--- src/design/psd_pkg.sv ---
// Package for the point to segment distance block: widths, codes, types, root step.
`default_nettype none
package psd_pkg;

  localparam int COORD_BITS = 16;
  localparam int DW = COORD_BITS + 1;     // coordinate difference
  localparam int PW = 2 * DW;             // product of two differences
  localparam int SW = PW + 1;             // sum of two products
  localparam int AW = 2 * SW + 6;         // root accumulators
  localparam int MW = 20;                 // root bits, one cell per bit
  localparam int BW = $clog2(MW);
  localparam int DIST_BITS = 17;
  localparam int DIR_BITS = 16;
  localparam int DIR_FRAC = 14;
  localparam int DIR_SHIFT = 2 * DIR_FRAC + 2;
  localparam logic [DIST_BITS-1:0] DIST_MAX = {DIST_BITS{1'b1}};
  localparam logic [DIR_BITS-1:0] DIR_ONE = DIR_BITS'(1) << DIR_FRAC;
  localparam int OUT_BITS = DIST_BITS + 2 * DIR_BITS + 2;
  localparam int OUT_BYTES_BITS = ((OUT_BITS + 7) / 8) * 8;

  typedef enum logic [1:0] {
    REGION_START    = 2'd0,
    REGION_END      = 2'd1,
    REGION_INTERIOR = 2'd2
  } region_t;

  typedef enum logic [1:0] {
    CFG_START_X = 2'd0,
    CFG_START_Y = 2'd1,
    CFG_END_X   = 2'd2,
    CFG_END_Y   = 2'd3
  } cfg_idx_t;

  typedef struct packed {
    logic [AW-1:0] r;   // target, four times the square of the numerator
    logic [PW-1:0] d;   // denominator
    logic [AW-1:0] s;   // m*m*d
    logic [AW-1:0] t;   // m*d
    logic [MW-1:0] m;
  } root_lane_t;

  typedef struct packed {
    region_t region;
    logic    zero;
    logic    neg_x;
    logic    neg_y;
  } side_t;

  typedef struct packed {
    root_lane_t dist_root;
    root_lane_t dir_x;
    root_lane_t dir_y;
    side_t      side;
  } job_t;

  // One bit of m = floor(sqrt(r/d)), tried without multiplication.
  function automatic root_lane_t root_step(root_lane_t l, logic [BW-1:0] b);
    root_lane_t    o;
    logic [AW-1:0] trial;
    o = l;
    trial = l.s + ((l.t << 1) << b) + ((AW'(l.d) << b) << b);
    if (trial <= l.r) begin
      o.s = trial;
      o.t = l.t + (AW'(l.d) << b);
      o.m = l.m | (MW'(1) << b);
    end
    return o;
  endfunction

endpackage
`default_nettype wire

--- src/design/psd_root_cell.sv ---
// One cell of the root chain: decides one bit of each of the three roots.
`default_nettype none
module psd_root_cell import psd_pkg::*; (
  input  wire logic          clk,
  input  wire logic          rst,
  input  wire logic [BW-1:0] bit_idx,
  input  wire logic          in_valid,
  output      logic          in_ready,
  input  wire job_t          in_job,
  output      logic          out_valid,
  input  wire logic          out_ready,
  output      job_t          out_job
);

  job_t job_next;

  always_comb begin
    job_next           = in_job;
    job_next.dist_root = root_step(in_job.dist_root, bit_idx);
    job_next.dir_x     = root_step(in_job.dir_x, bit_idx);
    job_next.dir_y     = root_step(in_job.dir_y, bit_idx);
  end

  assign in_ready = !out_valid || out_ready;

  always_ff @(posedge clk) begin
    if (rst) begin
      out_valid <= 1'b0;
    end else if (in_ready) begin
      out_valid <= in_valid;
    end
  end

  always_ff @(posedge clk) begin
    if (in_ready) begin
      out_job <= job_next;
    end
  end

endmodule
`default_nettype wire

--- config.mk ---
export PLATFORM = sky130hd
export DESIGN_NAME = psd_root_cell
export DESIGN_NICKNAME = d
export VERILOG_FILES = /design/src/design/psd_pkg.sv /design/src/design/psd_root_cell.sv
export SDC_FILE = /design/constraint.sdc
export NUM_CORES = 2
export LEC_CHECK = 0
export BUFFER_PORTS_ARGS = -buffer_cell sky130_fd_sc_hd__buf_2
export CAP_MARGIN = 20
export CORE_AREA = 2 2 673 675
export CTS_CLUSTER_DIAMETER = 60
export DETAILED_ROUTE_END_ITERATION = 12
export DIE_AREA = 0 0 675 677
export PLACE_DENSITY = 0.49
export SKIP_CTS_REPAIR_TIMING = 1
export SLEW_MARGIN = 20
export SYNTH_ARGS = -nofsm -noshare
export SYNTH_HDL_FRONTEND = slang
export SYNTH_SLANG_ARGS = --single-unit
--- constraint.sdc ---
create_clock -name clk -period 30 [get_ports clk]
set_clock_uncertainty 0.05 [all_clocks]
set_input_delay 3 -clock clk [delete_from_list [all_inputs] [get_ports clk]]
set_output_delay 3 -clock clk [all_outputs]
set_load 0.005 [all_outputs]
==> impl_metrics.yaml <==
sta:
  finalSetupViolations: 0
  rsz0062_at_grt: "no"
  fin_tns_setup_ns: 0
  fmax_mhz: 63.5
  max-slew-margin-rel_pct: 20.2
  finalCritPeriodShare_pct: 52.5
  hold_viol: 0
  fin_crit_ns: 15.76
  worstMarginPinSlew_ns: 1.19
  drv_slew: 0
place:
  gp_congestion: 1.04
  placed_area_sq_mm: 0.110
  dp.cells: 17900
  io_buffers: 1712
  dpl.hpwl_um: 548000
die:
  coreArea_sq_mm: 0.451
  die_area_sq_mm: 0.457
  num_rows: 247
  die_w_um: 675
  die_h_um: 677
  num_io_pins: 1713
  start_util_pct: 21.2
clocking:
  cts_sinks: 852
  cts-buffers-inserted: 151
  clockBufferDepth: 4
  clock_latency_ns: 0.87
  cts_max_level: 4
  cts_tree: "built"
  cts-root-buf: "clkbuf_16"
  clk_pin_slew_ns: 0.06
global_route:
  antenna_found_initial: 319
  use_met2_pct: 38.6
  grt_pass1_wl_um: 834000
  use_met3_pct: 6.84
  busiest_layer: "met2"
  grt-ovfl-total: 0
  grt_pass1_vias: 89700
  grt_max_degree: 192
  grtUsageTotal_pct: 26.9
  grt_use_met1_pct: 35.8
layout:
  regArea_sq_mm: 0.0256
  drive_above_1_share_pct: 22.4
  multiInputGateArea_sq_mm: 0.0655
  fillers: 49600
  area_delta_synth_final_pct: 20.4
  layout.cells.non_filler: 18300
  nNetsFinal: 13800
  design_area_sq_mm: 0.115
  layout_common_cells: "1707 x buf_2, 1566 x nand2_1, 957 x nor2_1"
  layout_commonest_cell: "buf_2"
critical_path:
  worstPathArrival_ns: 16.35
  crit_slowest_cell: "buf_4"
  criticalPathCategory: "primary input to flip-flop"
  crit_cells: 42
  required_ns: 30.59
  crit_path_start_kind: "primary input"
  r2r_cells: 5
  crit_buf_inv: 6
  slowest_delay_ns: 0.74
  crit_family: "compound AO/OA/AOI/OAI gates"
  cp-end-kind: "flip-flop"
  cpMostUsedCell: "a21oi_1"
  crit_path_max_fanout: 100
route:
  drt_pre_antenna_iters: 10
  via_per_inst: 5.29
  num_vias: 96900
  wl_per_cell_um: 35.2
  drc: 0
  routed_wl_um: 644000
  first_iter_violations: 13000
  final_antenna_net_count: 0
run:
  cap_viol_max_count: 0
synth:
  syn_nets: 12600
  syn_avg_cell_area_sq_um: 8.81
  seq_area_frac_synth_pct: 26.7
  ys_ff_latch: 852
  async_flop_share_pct: 0
  synth_area_sq_mm: 0.0956
  synth_edf_count: 851
  yosysWarnings: 0
  synth_ff_type: "edfxtp_1"
  syn_inst: 10900
  yosysUniqueCellTypes: 123
pwr:
  cellLeakagePower_nw: 50.8
  ir_drop_mv: 0.0878
  power_density_mw_per_mm2: 82.1
min_path:
  whs_path_depth: 1
  hp-class: "flip-flop to flip-flop"
status:
  outcome: "finished clean"
sequential cells by signal (all words and copies together), names as in the netlist:
register	count
out_valid	1
out_job	851
layout make-up:
class / instances / area share (%)
antenna: 127 / 0.276
multi-input combinational: 8839 / 56.9
timing repair buffer: 1811 / 8.21
sequential: 852 / 22.2
clock inverter: 101 / 1.04
clock buffer: 169 / 3.38
inverter: 445 / 1.48
tap: 5976 / 6.50
report_power, final:
part / internal [mW] / switching [mW] / leakage (nW)
clock network: 1.08 / 0.739 / 2.47
registers: 1.85 / 0.188 / 8.83
logic: 1.92 / 3.68 / 39.5
total: 4.85 / 4.60 / 50.8
stage by stage:
step / setup slack [ns] / total power [mW] / hold slack (ns) / util, %
after floorplan: 3.66 / 5.21 / 3.02 / -
after global placement: 13.90 / 7.56 / 0.959 / 24.3
after detailed placement: 13.96 / 7.56 / 0.964 / 24.3
after CTS: 14.89 / 9.44 / 0.974 / 25.5
after global routing: 13.87 / 9.95 / 1.01 / 25.5
final: 14.24 / 9.45 / 0.925 / 25.5
metal layers:
metal / vias to the layer above / share of wire, %
met4: 78 / 7.3
met3: 1044 / 9.3
met5: - / 0.076
met2: 5596 / 41
li1: 42200 / -
met1: 47900 / 42
path summary, 6_finish.rpt:
check / from / end / slack, ns
worst min-delay path: out_valid / out_job[772] / 0.93
worst max register to register: out_valid / out_job[233] / 25.33
worst max-delay path: bit_idx[1] / out_job[595] / 14.24
worst min register to register: out_valid / out_job[772] / 0.93
cells in the mapped netlist, types with 25 or more instances:
cell | count | area (sq um)
nand2_1 | 1568 | 5890
nor2_1 | 969 | 3640
a21oi_1 | 879 | 4400
edfxtp_1 | 851 | 25600
o21ai_0 | 676 | 3380
mux2i_1 | 625 | 6260
ha_1 | 612 | 7660
clkbuf_1 | 453 | 1700
a21o_1 | 443 | 3330
inv_1 | 440 | 1650
xnor2_1 | 298 | 2610
mux4_2 | 274 | 6170
mux2_2 | 258 | 2910
fa_1 | 228 | 4560
xor2_1 | 180 | 1580
nand4_1 | 158 | 988
o21bai_1 | 152 | 1140
nand3_1 | 142 | 711
buf_1 | 126 | 473
buf_2 | 102 | 510
nor2b_1 | 101 | 632
and2_1 | 99 | 619
nor3_1 | 96 | 480
a31oi_1 | 86 | 538
o22ai_1 | 86 | 538
nand2b_1 | 83 | 519
and3_1 | 79 | 494
a211oi_1 | 59 | 443
o21a_1 | 53 | 398
o211ai_1 | 37 | 278
or2_2 | 34 | 213
o31ai_1 | 32 | 240
o21ai_1 | 30 | 150
or3_1 | 28 | 175
a22o_1 | 25 | 219
logic make-up after synthesis:
family | share of synthesized area (%)
multiplexers | 16.0
flip-flops | 26.7
AO/OA/AOI/OAI | 18.8
adder cells (fa/ha/maj) | 13.1
buffers and inverters | 4.94
AND/OR/NAND/NOR | 16.0
XOR/XNOR | 4.43
Note: power is estimated with default switching activity, not from simulation.
