==> src/design/psd_pkg.sv <==
// Package for the point to segment distance block: widths, codes, types, root step.
`default_nettype none
package psd_pkg;

  localparam int COORD_BITS = 16;
  localparam int DW = COORD_BITS + 1;     // coordinate difference
  localparam int PW = 2 * DW;             // product of two differences
  localparam int SW = PW + 1;             // sum of two products
  localparam int AW = 2 * SW + 6;         // root accumulators
  localparam int MW = 20;                 // root bits, one cell per bit
  localparam int BW = $clog2(MW);
  localparam int DIST_BITS = 17;
  localparam int DIR_BITS = 16;
  localparam int DIR_FRAC = 14;
  localparam int DIR_SHIFT = 2 * DIR_FRAC + 2;
  localparam logic [DIST_BITS-1:0] DIST_MAX = {DIST_BITS{1'b1}};
  localparam logic [DIR_BITS-1:0] DIR_ONE = DIR_BITS'(1) << DIR_FRAC;
  localparam int OUT_BITS = DIST_BITS + 2 * DIR_BITS + 2;
  localparam int OUT_BYTES_BITS = ((OUT_BITS + 7) / 8) * 8;

  typedef enum logic [1:0] {
    REGION_START    = 2'd0,
    REGION_END      = 2'd1,
    REGION_INTERIOR = 2'd2
  } region_t;

  typedef enum logic [1:0] {
    CFG_START_X = 2'd0,
    CFG_START_Y = 2'd1,
    CFG_END_X   = 2'd2,
    CFG_END_Y   = 2'd3
  } cfg_idx_t;

  typedef struct packed {
    logic [AW-1:0] r;   // target, four times the square of the numerator
    logic [PW-1:0] d;   // denominator
    logic [AW-1:0] s;   // m*m*d
    logic [AW-1:0] t;   // m*d
    logic [MW-1:0] m;
  } root_lane_t;

  typedef struct packed {
    region_t region;
    logic    zero;
    logic    neg_x;
    logic    neg_y;
  } side_t;

  typedef struct packed {
    root_lane_t dist_root;
    root_lane_t dir_x;
    root_lane_t dir_y;
    side_t      side;
  } job_t;

  // One bit of m = floor(sqrt(r/d)), tried without multiplication.
  function automatic root_lane_t root_step(root_lane_t l, logic [BW-1:0] b);
    root_lane_t    o;
    logic [AW-1:0] trial;
    o = l;
    trial = l.s + ((l.t << 1) << b) + ((AW'(l.d) << b) << b);
    if (trial <= l.r) begin
      o.s = trial;
      o.t = l.t + (AW'(l.d) << b);
      o.m = l.m | (MW'(1) << b);
    end
    return o;
  endfunction

endpackage
`default_nettype wire

==> src/design/psd_finish.sv <==
// Output stage: rounding, clamping, signs and the result register.
`default_nettype none
module psd_finish import psd_pkg::*; (
  input  wire logic                      clk,
  input  wire logic                      rst,
  input  wire logic                      in_valid,
  output      logic                      in_ready,
  input  wire job_t                      in_job,
  output      logic                      out_valid,
  input  wire logic                      out_ready,
  output      logic [OUT_BYTES_BITS-1:0] out_data
);

  logic [MW:0]           r_dist, r_x, r_y;
  logic [DIST_BITS-1:0]  dist_val;
  logic [DIR_BITS-1:0]   mag_x, mag_y, dir_x, dir_y;

  always_comb begin
    r_dist   = ({1'b0, in_job.dist_root.m} + (MW+1)'(1)) >> 1;
    r_x      = ({1'b0, in_job.dir_x.m} + (MW+1)'(1)) >> 1;
    r_y      = ({1'b0, in_job.dir_y.m} + (MW+1)'(1)) >> 1;
    dist_val = (r_dist > (MW+1)'(DIST_MAX)) ? DIST_MAX : r_dist[DIST_BITS-1:0];
    mag_x    = (r_x > (MW+1)'(DIR_ONE)) ? DIR_ONE : r_x[DIR_BITS-1:0];
    mag_y    = (r_y > (MW+1)'(DIR_ONE)) ? DIR_ONE : r_y[DIR_BITS-1:0];
    dir_x    = in_job.side.neg_x ? (~mag_x + DIR_BITS'(1)) : mag_x;
    dir_y    = in_job.side.neg_y ? (~mag_y + DIR_BITS'(1)) : mag_y;
    if (in_job.side.zero) begin
      dist_val = '0;
      dir_x    = '0;
      dir_y    = '0;
    end
  end

  assign in_ready = !out_valid || out_ready;

  always_ff @(posedge clk) begin
    if (rst) begin
      out_valid <= 1'b0;
    end else if (in_ready) begin
      out_valid <= in_valid;
    end
  end

  always_ff @(posedge clk) begin
    if (in_ready) begin
      out_data <= OUT_BYTES_BITS'({in_job.side.region, dir_y, dir_x, dist_val});
    end
  end

endmodule
`default_nettype wire

==> config.mk <==
export PLATFORM = sky130hd
export DESIGN_NAME = psd_finish
export DESIGN_NICKNAME = d
export VERILOG_FILES = /design/src/design/psd_pkg.sv /design/src/design/psd_finish.sv
export SDC_FILE = /design/constraint.sdc
export NUM_CORES = 1
export LEC_CHECK = 0
export BUFFER_PORTS_ARGS = -buffer_cell sky130_fd_sc_hd__buf_2
export CAP_MARGIN = 10
export CORE_AREA = 4 4 353 355
export DETAILED_ROUTE_END_ITERATION = 6
export DIE_AREA = 0 0 357 359
export GPL_ROUTABILITY_DRIVEN = 0
export PLACE_DENSITY = 0.32
export SYNTH_ARGS = -nofsm -noshare
export SYNTH_HDL_FRONTEND = slang
export SYNTH_SLANG_ARGS = --single-unit
==> constraint.sdc <==
create_clock -name clk -period 5.8 [get_ports clk]
set_input_delay 1.16 -clock clk [delete_from_list [all_inputs] [get_ports clk]]
set_output_delay 1.16 -clock clk [all_outputs]
set_load 0.005 [all_outputs]
==> impl_metrics.py <==
metrics = {
    "clock_tree": {
        "cts_htree_levels": 2,
        "root_buffer": "clkbuf_16",
        "post-cts-setup-buffer-count": 0,
        "cts-hold-fix-buffers": 0,
        "cts_tree": "built",
        "cts-buffers-inserted": 5,
        "cts.clk_slew.worst_paths_ns": 0.12,
        "clock_latency_ns": 0.35,
        "cts_resized": 0,
        "cts_sinks": 52,
        "clockBufferDepth": 2,
    },
    "critical_path": {
        "cp_max_fo": 7,
        "path_cells": "buf_2 -> ha_1 -> nand4_1 -> or3_1 -> mux2i_1 -> a211oi_2 -> a41oi_1 -> or3b_2 -> o221ai_1",
        "crit_slowest_cell": "or3b_2",
        "crit_path_end_kind": "flop",
        "cp_num_buf_inv": 1,
        "cpPeakStageDelay_ns": 0.55,
        "worstSetupPathType": "in2reg",
        "crit_arrival_ns": 4.31,
        "required_ns": 5.86,
        "startpoint_type": "input pin",
        "r2r_slack_ns": 4.17,
        "cp_top_family": "simple AND/OR/NAND/NOR gates",
    },
    "finish": {
        "multiInputGateArea_mm2": 0.00248,
        "ff_latch_area_mm2": 0.00155,
        "area_growth_pct": 64.3,
        "fin_nets": 1433,
        "fin_area_mm2": 0.00692,
        "layout_common_cells": "buf_2, edfxtp_1, xnor2_1",
        "final_common_cell": "buf_2",
        "fillers": 14500,
        "drive_above_1_share_pct": 27.7,
    },
    "floorplan": {
        "chipWidth_um": 357,
        "dieArea_mm2": 0.128,
        "ios": 913,
        "fp.coreArea_mm2": 0.121,
        "dieHeight_um": 359,
        "start_util_pct": 3.47,
        "rows": 128,
    },
    "power_and_ir_drop": {
        "clkPwrFrac_pct": 34.9,
        "pwr-share-seq_pct": 42.7,
        "pwr-share-comb_pct": 22.4,
        "finalPower_w": 0.00105,
        "sw_frac_of_total_pct": 35.0,
        "power.switching_w": 0.000367,
        "p_per_area_mw_per_mm2": 151,
        "p_int_w": 0.000682,
        "vdd.ir_drop.worst_mv": 0.106,
        "leakagePower_nw": 1.99,
    },
    "route": {
        "routedWlPerCell_um": 11.3,
        "vias_per_cell": 1.81,
        "num_vias": 3998,
        "drc_errors": 0,
        "drt_iter0_markers": 161,
        "antenna_left": 0,
        "drt_wl_total_um": 24900,
        "drt_pass1_iterations": 5,
    },
    "synthesis": {
        "yosysSeqAreaShare_pct": 36.8,
        "yosys.area.top_type_share_pct": 36.3,
        "yosys_register_bits": 52,
        "synth_cell_type_count": 66,
        "yosysWarnings": 0,
        "synthTopCellsByArea": "edfxtp_1, xnor2_1, a21oi_1",
        "synth_edf_count": 51,
        "synth_top_area_cell": "edfxtp_1",
        "syn_avg_cell_area_um2": 9.00,
        "synthFlopType": "edfxtp_1",
        "async_flop_share_pct": 0,
        "netlist_instances": 468,
        "syn_area_mm2": 0.00421,
    },
    "global_routing": {
        "grt_use_met3_pct": 3.00,
        "grt-ovfl-total": 0,
        "grt_pass1_wl_um": 33700,
        "track_usage_pct": 3.87,
        "grt_antenna_before_repair": 12,
        "top_usage_layer": "met2",
        "grt_max_degree": 44,
        "grt_use_met2_pct": 5.28,
        "grtUsageMet1_pct": 4.72,
        "grt_pass1_vias": 4042,
    },
    "placement": {
        "placed_area_mm2": 0.00676,
        "io_buffers": 121,
        "dp_hpwl_um": 20900,
    },
    "timing": {
        "skew_ns": 0.0333,
        "tightest_slew_ns": 0.785,
        "setup-tns-final_ns": 0,
        "max-slew-margin-rel_pct": 47.1,
        "final.min_clock_period_ns": 4.25,
        "fmax_ghz": 0.235,
        "rsz0062_at_grt": "no",
        "hold_violations": 0,
        "finalCritPeriodShare_pct": 73.3,
        "finalSetupViolCount": 0,
        "drv_slew": 0,
    },
    "outcome": {
        "outcome": "completed",
    },
    "run": {
        "maxCapViolCount": 0,
    },
    "worst_hold_path": {
        "min_path_type": "reg2reg",
    },
}
cells by family (layout without fill, tap and decap cells):
kind of cell | Yosys count | count (layout) | synth area share (%)
flops | 52 | 52 | 36.8
fa+ha+maj | 5 | 5 | 1.48
xor+xnor | 57 | 57 | 11.8
compound gates | 114 | 114 | 18.3
mux | 8 | 8 | 1.96
other cells | 1 | 10 | 0.0890
simple gates | 187 | 187 | 24.7
buf+inv | 44 | 146 | 4.84
sequential cells by signal, indices dropped and copies added, names as in the netlist:
register	count
out_data	51
out_valid	1
area by class of cell:
type / count / area share [%]
multi-input cells: 376 / 35.8
well taps: 1625 / 29.4
flip-flops and latches: 52 / 22.4
repair buffers: 127 / 9.40
clock buffers: 5 / 1.81
inverters: 11 / 0.597
clock inverters: 3 / 0.380
diodes: 5 / 0.181
power by group through the flow:
| stage | combinational (W) | sequential (W) | clock, W |
|---|---|---|---|
| global route | 0.000270 | 0.000451 | 0.000411 |
| finish | 0.000235 | 0.000447 | 0.000366 |
| floorplan | 0.000108 | 0.000456 | 0 |
| detailed placement | 0.000246 | 0.000457 | 0 |
| CTS | 0.000248 | 0.000449 | 0.000404 |
| global placement | 0.000250 | 0.000457 | 0 |
per-layer routing:
metal / share of wire, % / up-vias / wire length, um
met4: 1.0 / 0 / 257
met2: 39 / 138 / 9770
met1: 44 / 1871 / 11000
li1: - / 1977 / -
met3: 15 / 12 / 3810
met5: 0 / - / 0
synthesized netlist by cell type, drive strengths merged, types with 7 or more instances:
cell and instances:
nor2 33, a21oi 37, buf 19, nand2b 7
o21ai 21, nand3 27, nand4 13, edfxtp 51
or3 9, nor4 7, xnor2 39, nor3 18
a31oi 12, and3 17, xor2 18, inv 11
clkbuf 14, nand2 29
through the flow:
stage | cells | utilization (%) | setup slack (ns) | hold WS, ns
after floorplan | 472 | - | 1.81 | 1.23
after global placement | 2191 | 5.57 | 0.968 | 0.694
after detailed placement | 2191 | 5.57 | 1.02 | 0.678
after CTS | 2199 | 5.69 | 1.35 | 0.714
after global routing | 2199 | 5.69 | 1.20 | 0.724
final | 2204 | 5.70 | 1.55 | 0.686
final timing paths:
kind,startpoint,endpoint,cells after the start
worst max-delay path,in_job[287],out_data[25],9
worst min-delay path,out_valid,out_data[35],1
worst max register to register,out_valid,out_data[15],2
worst min register to register,out_valid,out_data[35],1
No activity file was read; power rests on OpenSTA's default activity.
